### src/hdl/cal_pkg.sv
// Request and status codes and field widths for the cursor array list.
package cal_pkg;

	localparam int unsigned REQ_W   = 3;
	localparam int unsigned WORD_W  = 32;
	localparam int unsigned COUNT_W = 8;
	localparam int unsigned STAT_W  = 2;

	typedef logic [REQ_W-1:0]   req_t;
	typedef logic [WORD_W-1:0]  word_t;
	typedef logic [COUNT_W-1:0] count_t;
	typedef logic [STAT_W-1:0]  stat_t;

	localparam req_t REQ_INSERT = 3'd0;
	localparam req_t REQ_REMOVE = 3'd1;
	localparam req_t REQ_NEXT   = 3'd2;
	localparam req_t REQ_PREV   = 3'd3;
	localparam req_t REQ_COUNT  = 3'd4;

	localparam stat_t ST_DONE    = 2'd0;
	localparam stat_t ST_FULL    = 2'd1;
	localparam stat_t ST_NOTHING = 2'd2;

	localparam count_t COUNT_MAX = '1;

endpackage

### src/hdl/cursor_array_list_unit.sv
// Cursor array list: ordered word store in one memory, walked one entry a cycle.
// Next, prev, unused codes and a rejected insert or remove skip the walk and go to the result;
// insert, remove and count walk n reads (n = length - cursor, length - cursor - 1, length)
// before the result. One request in flight: a new request is accepted only once the last
// result has been loaded into the output register.
// arst_n clears length, cursor, state and output valid; the entry memory is not cleared.
module cursor_array_list_unit
	import cal_pkg::*;
#(
	parameter int unsigned CAPACITY = 128
) (
	input  logic        clk,
	input  logic        arst_n,
	input  logic        s_tvalid,
	output logic        s_tready,
	input  logic [31:0] s_tdata,  // value[31:0]
	input  logic [2:0]  s_tuser,  // req_type[2:0]
	output logic        m_tvalid,
	input  logic        m_tready,
	output logic [15:0] m_tdata   // match_count[7:0], status[9:8], zero pad[15:10]
);

	// address and length widths; length must also hold CAPACITY itself
	localparam int unsigned AW = (CAPACITY > 1) ? $clog2(CAPACITY) : 1;
	localparam int unsigned LW = $clog2(CAPACITY + 1);
	localparam logic [LW-1:0] CAP_L = LW'(CAPACITY);

	typedef enum logic [2:0] {
		S_IDLE = 3'b001,
		S_RUN  = 3'b010,
		S_RESP = 3'b100
	} state_t;

	state_t          state_q;
	req_t            op_q;
	word_t           key_q;
	logic [LW-1:0]   len_q;
	logic [LW-1:0]   cur_q;
	logic [LW-1:0]   rem_q;      // reads still to issue
	logic [AW-1:0]   ptr_q;      // next read address
	count_t          hits_q;
	stat_t           st_q;
	logic            m_tvalid_q;
	logic [15:0]     m_tdata_q;

	// entry memory, one write and one registered read a cycle
	word_t           mem [CAPACITY];
	word_t           rdata_s1;
	logic [AW-1:0]   rd_addr_s1;
	logic            rd_vld_s1;

	logic            accept;
	logic            rd_issue;
	logic            finish;
	logic            out_free;
	logic            mem_we;
	logic [AW-1:0]   mem_waddr;
	word_t           mem_wdata;
	logic            is_ins;
	logic            is_rem;

	assign accept   = s_tvalid && s_tready;
	assign s_tready = (state_q == S_IDLE);
	assign is_ins   = (op_q == REQ_INSERT);
	assign is_rem   = (op_q == REQ_REMOVE);
	assign rd_issue = (state_q == S_RUN) && (rem_q != '0);
	// walk done: nothing left to read and the last read data consumed
	assign finish   = (state_q == S_RUN) && (rem_q == '0) && !rd_vld_s1;
	assign out_free = !m_tvalid_q || m_tready;

	// insert moves entry r to r+1 walking down; remove moves r to r-1 walking up.
	// The read in the same cycle is always a different entry, so no forwarding.
	always_comb begin
		mem_we    = 1'b0;
		mem_waddr = cur_q[AW-1:0];
		mem_wdata = rdata_s1;
		if (state_q == S_RUN) begin
			if (rd_vld_s1 && (is_ins || is_rem)) begin
				mem_we    = 1'b1;
				mem_waddr = is_ins ? (rd_addr_s1 + AW'(1)) : (rd_addr_s1 - AW'(1));
			end else if (finish && is_ins) begin
				// new word lands at the cursor once the shift is over
				mem_we    = 1'b1;
				mem_wdata = key_q;
			end
		end
	end

	always_ff @(posedge clk) begin
		if (mem_we) begin
			mem[mem_waddr] <= mem_wdata;
		end
		if (rd_issue) begin
			rdata_s1 <= mem[ptr_q];
		end
		rd_addr_s1 <= ptr_q;
	end

	always_ff @(posedge clk or negedge arst_n) begin
		if (!arst_n) begin
			rd_vld_s1 <= 1'b0;
		end else begin
			rd_vld_s1 <= rd_issue;
		end
	end

	// sequencer
	always_ff @(posedge clk or negedge arst_n) begin
		if (!arst_n) begin
			state_q <= S_IDLE;
			len_q   <= '0;
			cur_q   <= '0;
			rem_q   <= '0;
			op_q    <= REQ_NEXT;
		end else begin
			unique case (state_q)
				S_IDLE: begin
					if (accept) begin
						op_q    <= s_tuser;
						state_q <= S_RESP;
						case (s_tuser)
							REQ_INSERT: begin
								if (len_q != CAP_L) begin
									rem_q   <= len_q - cur_q;
									state_q <= S_RUN;
								end
							end
							REQ_REMOVE: begin
								if (cur_q < len_q) begin
									rem_q   <= len_q - cur_q - LW'(1);
									state_q <= S_RUN;
								end
							end
							REQ_NEXT: begin
								if (cur_q < len_q) begin
									cur_q <= cur_q + LW'(1);
								end
							end
							REQ_PREV: begin
								if (cur_q != '0) begin
									cur_q <= cur_q - LW'(1);
								end
							end
							REQ_COUNT: begin
								rem_q   <= len_q;
								state_q <= S_RUN;
							end
							default: ;
						endcase
					end
				end
				S_RUN: begin
					if (rd_issue) begin
						rem_q <= rem_q - LW'(1);
					end
					if (finish) begin
						if (is_ins) begin
							len_q <= len_q + LW'(1);
						end else if (is_rem) begin
							len_q <= len_q - LW'(1);
						end
						state_q <= S_RESP;
					end
				end
				S_RESP: begin
					if (out_free) begin
						state_q <= S_IDLE;
					end
				end
				default: state_q <= S_IDLE;
			endcase
		end
	end

	// datapath registers: key, read pointer, hit count, status
	always_ff @(posedge clk) begin
		if (accept) begin
			key_q  <= s_tdata;
			hits_q <= '0;
			st_q   <= ST_DONE;
			case (s_tuser)
				REQ_INSERT: begin
					ptr_q <= AW'(len_q - LW'(1));
					if (len_q == CAP_L) begin
						st_q <= ST_FULL;
					end
				end
				REQ_REMOVE: begin
					ptr_q <= AW'(cur_q + LW'(1));
					if (cur_q >= len_q) begin
						st_q <= ST_NOTHING;
					end
				end
				default: ptr_q <= '0;
			endcase
		end else begin
			if (rd_issue) begin
				ptr_q <= is_ins ? (ptr_q - AW'(1)) : (ptr_q + AW'(1));
			end
			if ((state_q == S_RUN) && rd_vld_s1 && (op_q == REQ_COUNT) &&
			    (rdata_s1 == key_q) && (hits_q != COUNT_MAX)) begin
				hits_q <= hits_q + COUNT_W'(1);
			end
		end
	end

	// output register: the result waits here until taken
	always_ff @(posedge clk or negedge arst_n) begin
		if (!arst_n) begin
			m_tvalid_q <= 1'b0;
		end else if ((state_q == S_RESP) && out_free) begin
			m_tvalid_q <= 1'b1;
		end else if (m_tready) begin
			m_tvalid_q <= 1'b0;
		end
	end

	always_ff @(posedge clk) begin
		if ((state_q == S_RESP) && out_free) begin
			m_tdata_q <= {6'b0, st_q, hits_q};
		end
	end

	assign m_tvalid = m_tvalid_q;
	assign m_tdata  = m_tdata_q;

endmodule

### config.mk
export PLATFORM = sky130hd
export DESIGN_NAME = cursor_array_list_unit
export DESIGN_NICKNAME = d
export VERILOG_FILES = /design/src/hdl/cal_pkg.sv /design/src/hdl/cursor_array_list_unit.sv
export SDC_FILE = /design/constraint.sdc
export NUM_CORES = 2
export LEC_CHECK = 0
export BUFFER_PORTS_ARGS = -buffer_cell sky130_fd_sc_hd__buf_2
export CORE_MARGIN = 2
export CORE_UTILIZATION = 30
export DETAILED_ROUTE_END_ITERATION = 8
export HOLD_SLACK_MARGIN = 0.02
export MAX_ROUTING_LAYER = met4
export SLEW_MARGIN = 10
export SYNTH_ARGS = -nofsm -noshare
export SYNTH_HDL_FRONTEND = slang
export SYNTH_SLANG_ARGS = --single-unit
export TNS_END_PERCENT = 5
### constraint.sdc
create_clock -name clk -period 11.62 [get_ports clk]
set_input_delay 0 -clock clk [delete_from_list [all_inputs] [get_ports clk]]
set_output_delay 0 -clock clk [all_outputs]
set_load 0.01 [all_outputs]
Word level (Yosys, flattened, before mapping)
Memory sizes are Yosys's and may differ from the RTL's. A register that Yosys moved wholly into a read port is not among the register bits.
Index checks and enable logic that the tools add are counted.
Widths: inputs -> output; s select.
{"block": "totals", "n_memories": 1, "input_bits": 39, "ff_bits": 98, "ramBits": 4096, "mem_bits_ro": 0, "latchBits": 0}
{"block": "op_classes", "bitwise": 0, "n_lt_le_gt_ge": 2, "n_reduce_logical": 30, "muxes": 38, "div": 0, "mul": 0, "add_sub_neg": 12, "shift": 0, "n_eq_ne": 22}
{"name": "mem", "depth": 128, "word_bits": 32, "read_ports": 1, "rd_clocked_by_memory_dff": 1, "wr": 1, "line_no": "cursor_array_list_unit.sv:47", "text": "word_t mem [CAPACITY];"}
{"op": "$mux 32", "n": 3}
{"op": "$mux 8", "n": 8}
{"op": "$mux 7", "n": 6}
{"op": "$eq 32x32->1", "n": 1}
{"op": "$pmux 8 s2", "n": 2}
{"op": "$sub 8x1->8 const B", "n": 4}
{"op": "$add 8x1->8 const B", "n": 3}
{"op": "$pmux 8 s3", "n": 1}
{"op": "$pmux 3 s3", "n": 2}
{"op": "$ne 8x8->1 const B", "n": 2}
{"op": "$reduce_bool 8->1", "n": 2}
{"op": "$mux 3", "n": 5}
{"op": "$add 7x1->7 const B", "n": 2}
{"op": "$pmux 7 s2", "n": 1}
{"op": "$sub 7x1->7 const B", "n": 2}
{"op": "$logic_and 1x1->1", "n": 11}
{"op": "$ne 2x2->1 const B", "n": 5}
{"op": "$reduce_bool 2->1", "n": 5}
{"op": "$eq 3x1->1 const B", "n": 3}
{"op": "$eq 3x2->1 const B", "n": 3}
{"op": "$eq 3x3->1 const B", "n": 3}
{"op": "$eq 8x8->1 const B", "n": 1}
{"op": "$ge 8x8->1", "n": 1}
{"op": "$logic_not 8->1", "n": 1}
{"op": "other kinds (15)", "n": 27}

Logic depth before layout (Yosys ltp)
{"block": "depth", "word_depth": 9, "ltp_mapped": 13, "mapped_depth_nobuf": 9}

Worst setup path after synthesis
Ideal clock, no wire load.
{"block": "synth_timing", "kind": "reg2reg", "from": "register op_q[2]", "to": "memory mem[61][0] (netlist bit) (enable)", "stages_incl_launch_ff": 11, "arrival_time_ns": 4.323, "path_buffers": 2, "path_slack_ns": 6.866, "setup_time_ns": 0.432, "period_less_slack_ns": 4.754, "cell_sequence": "dfrtp_1 -> or3_1 -> buf_2 -> ha_1 -> or3b_2 -> a311o_1 -> o311ai_0 -> and2_1 -> o21ai_1 -> clkbuf_1 -> a21oi_1"}
{"block": "synth_via", "elab_chain_cells": 7, "word_cells_on_any_way": 13}
{"item": "start: declaration", "line_no": "cursor_array_list_unit.sv:35", "text": "req_t op_q;"}
{"item": "start signal: assignment", "line_no": "cursor_array_list_unit.sv:119", "text": "op_q <= s_tuser;"}
{"item": "$logic_not 3->1 or $eq 3x1->1 (tied branches)", "line_no": "cursor_array_list_unit.sv:64, cursor_array_list_unit.sv:65"}
{"item": "$logic_and 1x1->1 or $logic_or 1x1->1 (tied branches)", "line_no": "cursor_array_list_unit.sv:81, cursor_array_list_unit.sv:78"}
{"item": "$mux 1 or $logic_and 1x1->1 (tied branches)", "line_no": "cursor_array_list_unit.sv:81, cursor_array_list_unit.sv:78"}
{"item": "$mux 1", "line_no": "cursor_array_list_unit.sv:78", "text": "if (rd_vld_s1 && (is_ins || is_rem)) begin"}
{"item": "$mux 1", "line_no": "cursor_array_list_unit.sv:77", "text": "if (state_q == S_RUN) begin"}
{"item": "$mux 1", "line_no": "cursor_array_list_unit.sv:90", "text": "if (mem_we) begin"}
{"item": "$mux 1 (not written as such)", "line_no": "cursor_array_list_unit.sv:91", "text": "mem[mem_waddr] <= mem_wdata;"}
{"item": "end: declaration", "line_no": "cursor_array_list_unit.sv:47"}
Several ways; a longest one is shown, not always the timed one.

==> reports/qor.tcl <==
set qor(holdWs_ps) 223.4
set qor(yosys.area_share.adder_pct) 0.2356
set qor(boundaryPins) 57
set qor(dr_total_vias) 83308
set qor(synth_compound_gate_area_share_pct) 1.426
set qor(die_area_sq_um) 551100
set qor(route.detailed.wl_per_inst_microns) 30.14
set qor(power_per_cell_area_nw_per_um2) 208.0
set qor(detailed_place_hpwl_microns) 252500
set qor(io_buffer_count) 50
set qor(combPwrFrac_pct) 22.8
set qor(cts_tree) {done}
set qor(layout_common_cells) {4179 x sky130_fd_sc_hd__edfxtp_1, 1088 x sky130_fd_sc_hd__mux4_2, 564 x sky130_fd_sc_hd__nand3_1}
set qor(clk_root_buffer_cell) {sky130_fd_sc_hd__clkbuf_16}
set qor(internal-power_mw) 27.64
set qor(yosys.area.top_type) {sky130_fd_sc_hd__edfxtp_1}
set qor(seq_power_share_pct) 43.6
set qor(syn-cell-area_sq_um) 163600
set qor(cts.reportedPaths.clkPinSlew_ps) 70
set qor(hold_path.class) {in -> reg}
set qor(route.detailed.drc) 0
set qor(ctsResizeCount) 0
set qor(antenna_found_initial) 21
set qor(postSynth.asyncResetShare_pct) 0.7572
set qor(clk-insertion-delay-late_ps) 1000
set qor(synth.area.mux_share_pct) 15.44
set qor(netlist_instances) 7522
set qor(gp_routability_congestion) 0.8702
set qor(run_status) {completed}
set qor(drtAntennaViolNets) 0
set qor(layout.cells.most_common) {sky130_fd_sc_hd__edfxtp_1}
set qor(final-max-slew-violation-count) 0
set qor(dr.pass1.iters) 5
set qor(num-nets-final) 7957
set qor(startpoint_type) {flop}
set qor(timing.max_cap.violations) 0
set qor(final_min_period_over_clock_period_pct) 49.89
set qor(cts_buffers) 413
set qor(dieHeight_microns) 742.4
set qor(layout_overhead_on_the_synthesized_area_pct) 15.32
set qor(reg2reg_from) {ptr_q[0]}
set qor(worst_setup_path_startpoint) {ptr_q[0]}
set qor(final_hold_viol_count) 0
set qor(synth.avg_cell_area_sq_um) 21.74
set qor(power.leakage_nw) 57.06
set qor(timing.critical_path.to_type) {flop}
set qor(post_synth_main_area_contributors) {sky130_fd_sc_hd__edfxtp_1 77%, sky130_fd_sc_hd__mux4_2 15%, sky130_fd_sc_hd__nand3_1 1.7%, sky130_fd_sc_hd__clkbuf_1 0.53%, sky130_fd_sc_hd__dfrtp_1 0.46%}
set qor(yosys_warnings) 0
set qor(drive_gt1_share_pct) 27.06
set qor(cp.required_ps) 12320
set qor(ys_dominant_reg_cell) {sky130_fd_sc_hd__edfxtp_1}
set qor(core_region_area_sq_um) 543900
set qor(setup_tns_ps) 0
set qor(first_pass_grt_wire_length_microns) 646900
set qor(number_of_global_route_vias_before_repair) 82712
set qor(yosys.area_share.xor_xnor_pct) 0.3748
set qor(worstMarginPinSlew_ps) 1346
set qor(die_width_microns) 742.4
set qor(globalRoute.totalOverflow) 0
set qor(maxSlewHeadroom_pct) 10.24
set qor(grt_setup_unrepaired) {no}
set qor(floorplan.rows) 271
set qor(timing.clock.skew_ps) 55.86
set qor(synth-seq-area-share_pct) 77.40
set qor(final-setup-viol-count) 0
set qor(criticalPathCategory) {reg -> reg}
set qor(timing.critical_path.arrival_ps) 6500
set qor(pwr-share-clk_pct) 33.6
set qor(grt_util_all_layers_pct) 16.89
set qor(post_drt_via_cell_ratio) 5.384
set qor(min_from) {s_tuser[2]}
set qor(fin_crit_ps) 5797
set qor(maximum_frequency_from_static_timing_analysis_ghz) 0.1725
set qor(cts_htree_levels) 5
set qor(grt_start_max_net_pins) 123
set qor(fillers) 49886
set qor(synth_top_area_share_pct) 76.73
set qor(max-vdd-ir-drop_mv) 0.1613
set qor(synth_enable_flop_cells) 4179
set qor(clock_sinks) 4226
set qor(power_switching_mw) 11.59
set qor(sw_frac_of_total_pct) 29.54
set qor(critical_path.max_fanout) 71
set qor(synth_cell_types) 80
set qor(synth_seq_cells) 4226
set qor(detailed_route_wire_length_microns) 466400
set qor(synth_top_family_by_area) {multiplexers}
set qor(clock_path_buffers) 4
set qor(drt_iter0_markers) 12523
set qor(start_util_pct) 30.07
set qor(synth_simple_gate_area_share_pct) 3.795
synthesized netlist by cell type (42+ instances only):
library cell and count:
sky130_fd_sc_hd__a21oi_1 135, sky130_fd_sc_hd__buf_1 66, sky130_fd_sc_hd__buf_2 115, sky130_fd_sc_hd__clkbuf_1 230, sky130_fd_sc_hd__edfxtp_1 4179, sky130_fd_sc_hd__mux4_2 1088, sky130_fd_sc_hd__nand2_1 161, sky130_fd_sc_hd__nand3_1 566
sky130_fd_sc_hd__nand4_1 113, sky130_fd_sc_hd__nor2_1 116, sky130_fd_sc_hd__nor2b_1 44, sky130_fd_sc_hd__nor4_1 42, sky130_fd_sc_hd__xnor2_1 55
cell type report:
class	count	area, sq um	area share [%]
Timing Repair Buffer	400	3273	1.735
Clock inverter	248	2205	1.169
Clock buffer	505	10940	5.802
Tap cell	7234	9051	4.799
Inverter	26	97.59	0.05174
Sequential cell	4226	126600	67.12
Antenna cell	11	27.53	0.01459
Multi-Input combinational cell	2822	36420	19.31
path summary, 6_finish.rpt:
check / slack, ps / endpoint / cells past startpoint
setup / recovery: 5820 / rdata_s1[11] / 9
hold / removal: 220 / rem_q[6] / 6
setup reg to reg: 5820 / rdata_s1[11] / 9
hold reg to reg: 420 / m_tdata[8] / 0
max in group asynchronous: 10690 / rd_vld_s1 / 4
min in group asynchronous: 720 / cur_q[0] / 4
worst max-delay path: stages, from the launching register on:
cell and delay, ps:
sky130_fd_sc_hd__edfxtp_1 1000, sky130_fd_sc_hd__buf_12 560, sky130_fd_sc_hd__buf_4 810, sky130_fd_sc_hd__mux4_2 600, sky130_fd_sc_hd__nand3_1 110, sky130_fd_sc_hd__and4_1 220, sky130_fd_sc_hd__nand4_1 650, sky130_fd_sc_hd__nor4_2 1010
sky130_fd_sc_hd__buf_4 230, sky130_fd_sc_hd__nand3_1 90
power by group through the flow:
stage	Clock [mW]	Combinational [mW]	Sequential, mW
after floorplan	0	5.33	17.4
after global placement	0	8.80	17.4
after detailed placement	0	8.88	17.4
after CTS	13.3	8.92	17.1
after global routing	13.9	9.26	17.1
final	13.2	8.94	17.1
cell families after synthesis:
logic type,after synthesis
other,1
adder cells (fa/ha/maj),29
multiplexers,1159
XOR/XNOR,70
AO/OA/AOI/OAI,367
AND/OR/NAND/NOR,1191
buffers and inverters,479
flip-flops,4226
flip-flops by register name, indices dropped and copies added, names as in the netlist, 2 cells and up:
| register | cells |
|---|---|
| state_q | 3 |
| len_q | 8 |
| rdata_s1 | 32 |
| rem_q | 8 |
| st_q | 2 |
| rd_addr_s1 | 7 |
| op_q | 3 |
| mem | 4096 |
| key_q | 32 |
| hits_q | 8 |
| m_tdata | 10 |
| ptr_q | 7 |
| cur_q | 8 |
routing by layer:
metal / global-route usage (%) / wire length [microns] / vias to the layer above
met2: 26.57 / 222600 / 4576
met1: 22.39 / 182500 / 45318
met5: - / 0 / -
li1: - / - / 32576
met3: 2.447 / 42040 / 838
met4: 6.207 / 19170 / 0
stage by stage:
step	power (mW)	worst slack [ps]	cells	area [sq um]	utilization, %
2_1_floorplan	22.70	6866	7527	163600	-
3_3_place_gp	26.24	5506	14626	174600	32.10
3_5_place_dp	26.32	5788	14629	174600	32.11
4_1_cts	39.37	5797	15461	188600	34.67
5_1_grt	40.28	5599	15467	188600	34.68
6_report	39.24	5823	15472	188600	34.68
what timing repair did:
item                      4_1_cts  5_1_grt
hold buffers                   79        0
buffers inserted                0        0
hold endpoints to repair      105        0
Note: power is estimated with default switching activity, not from simulation.
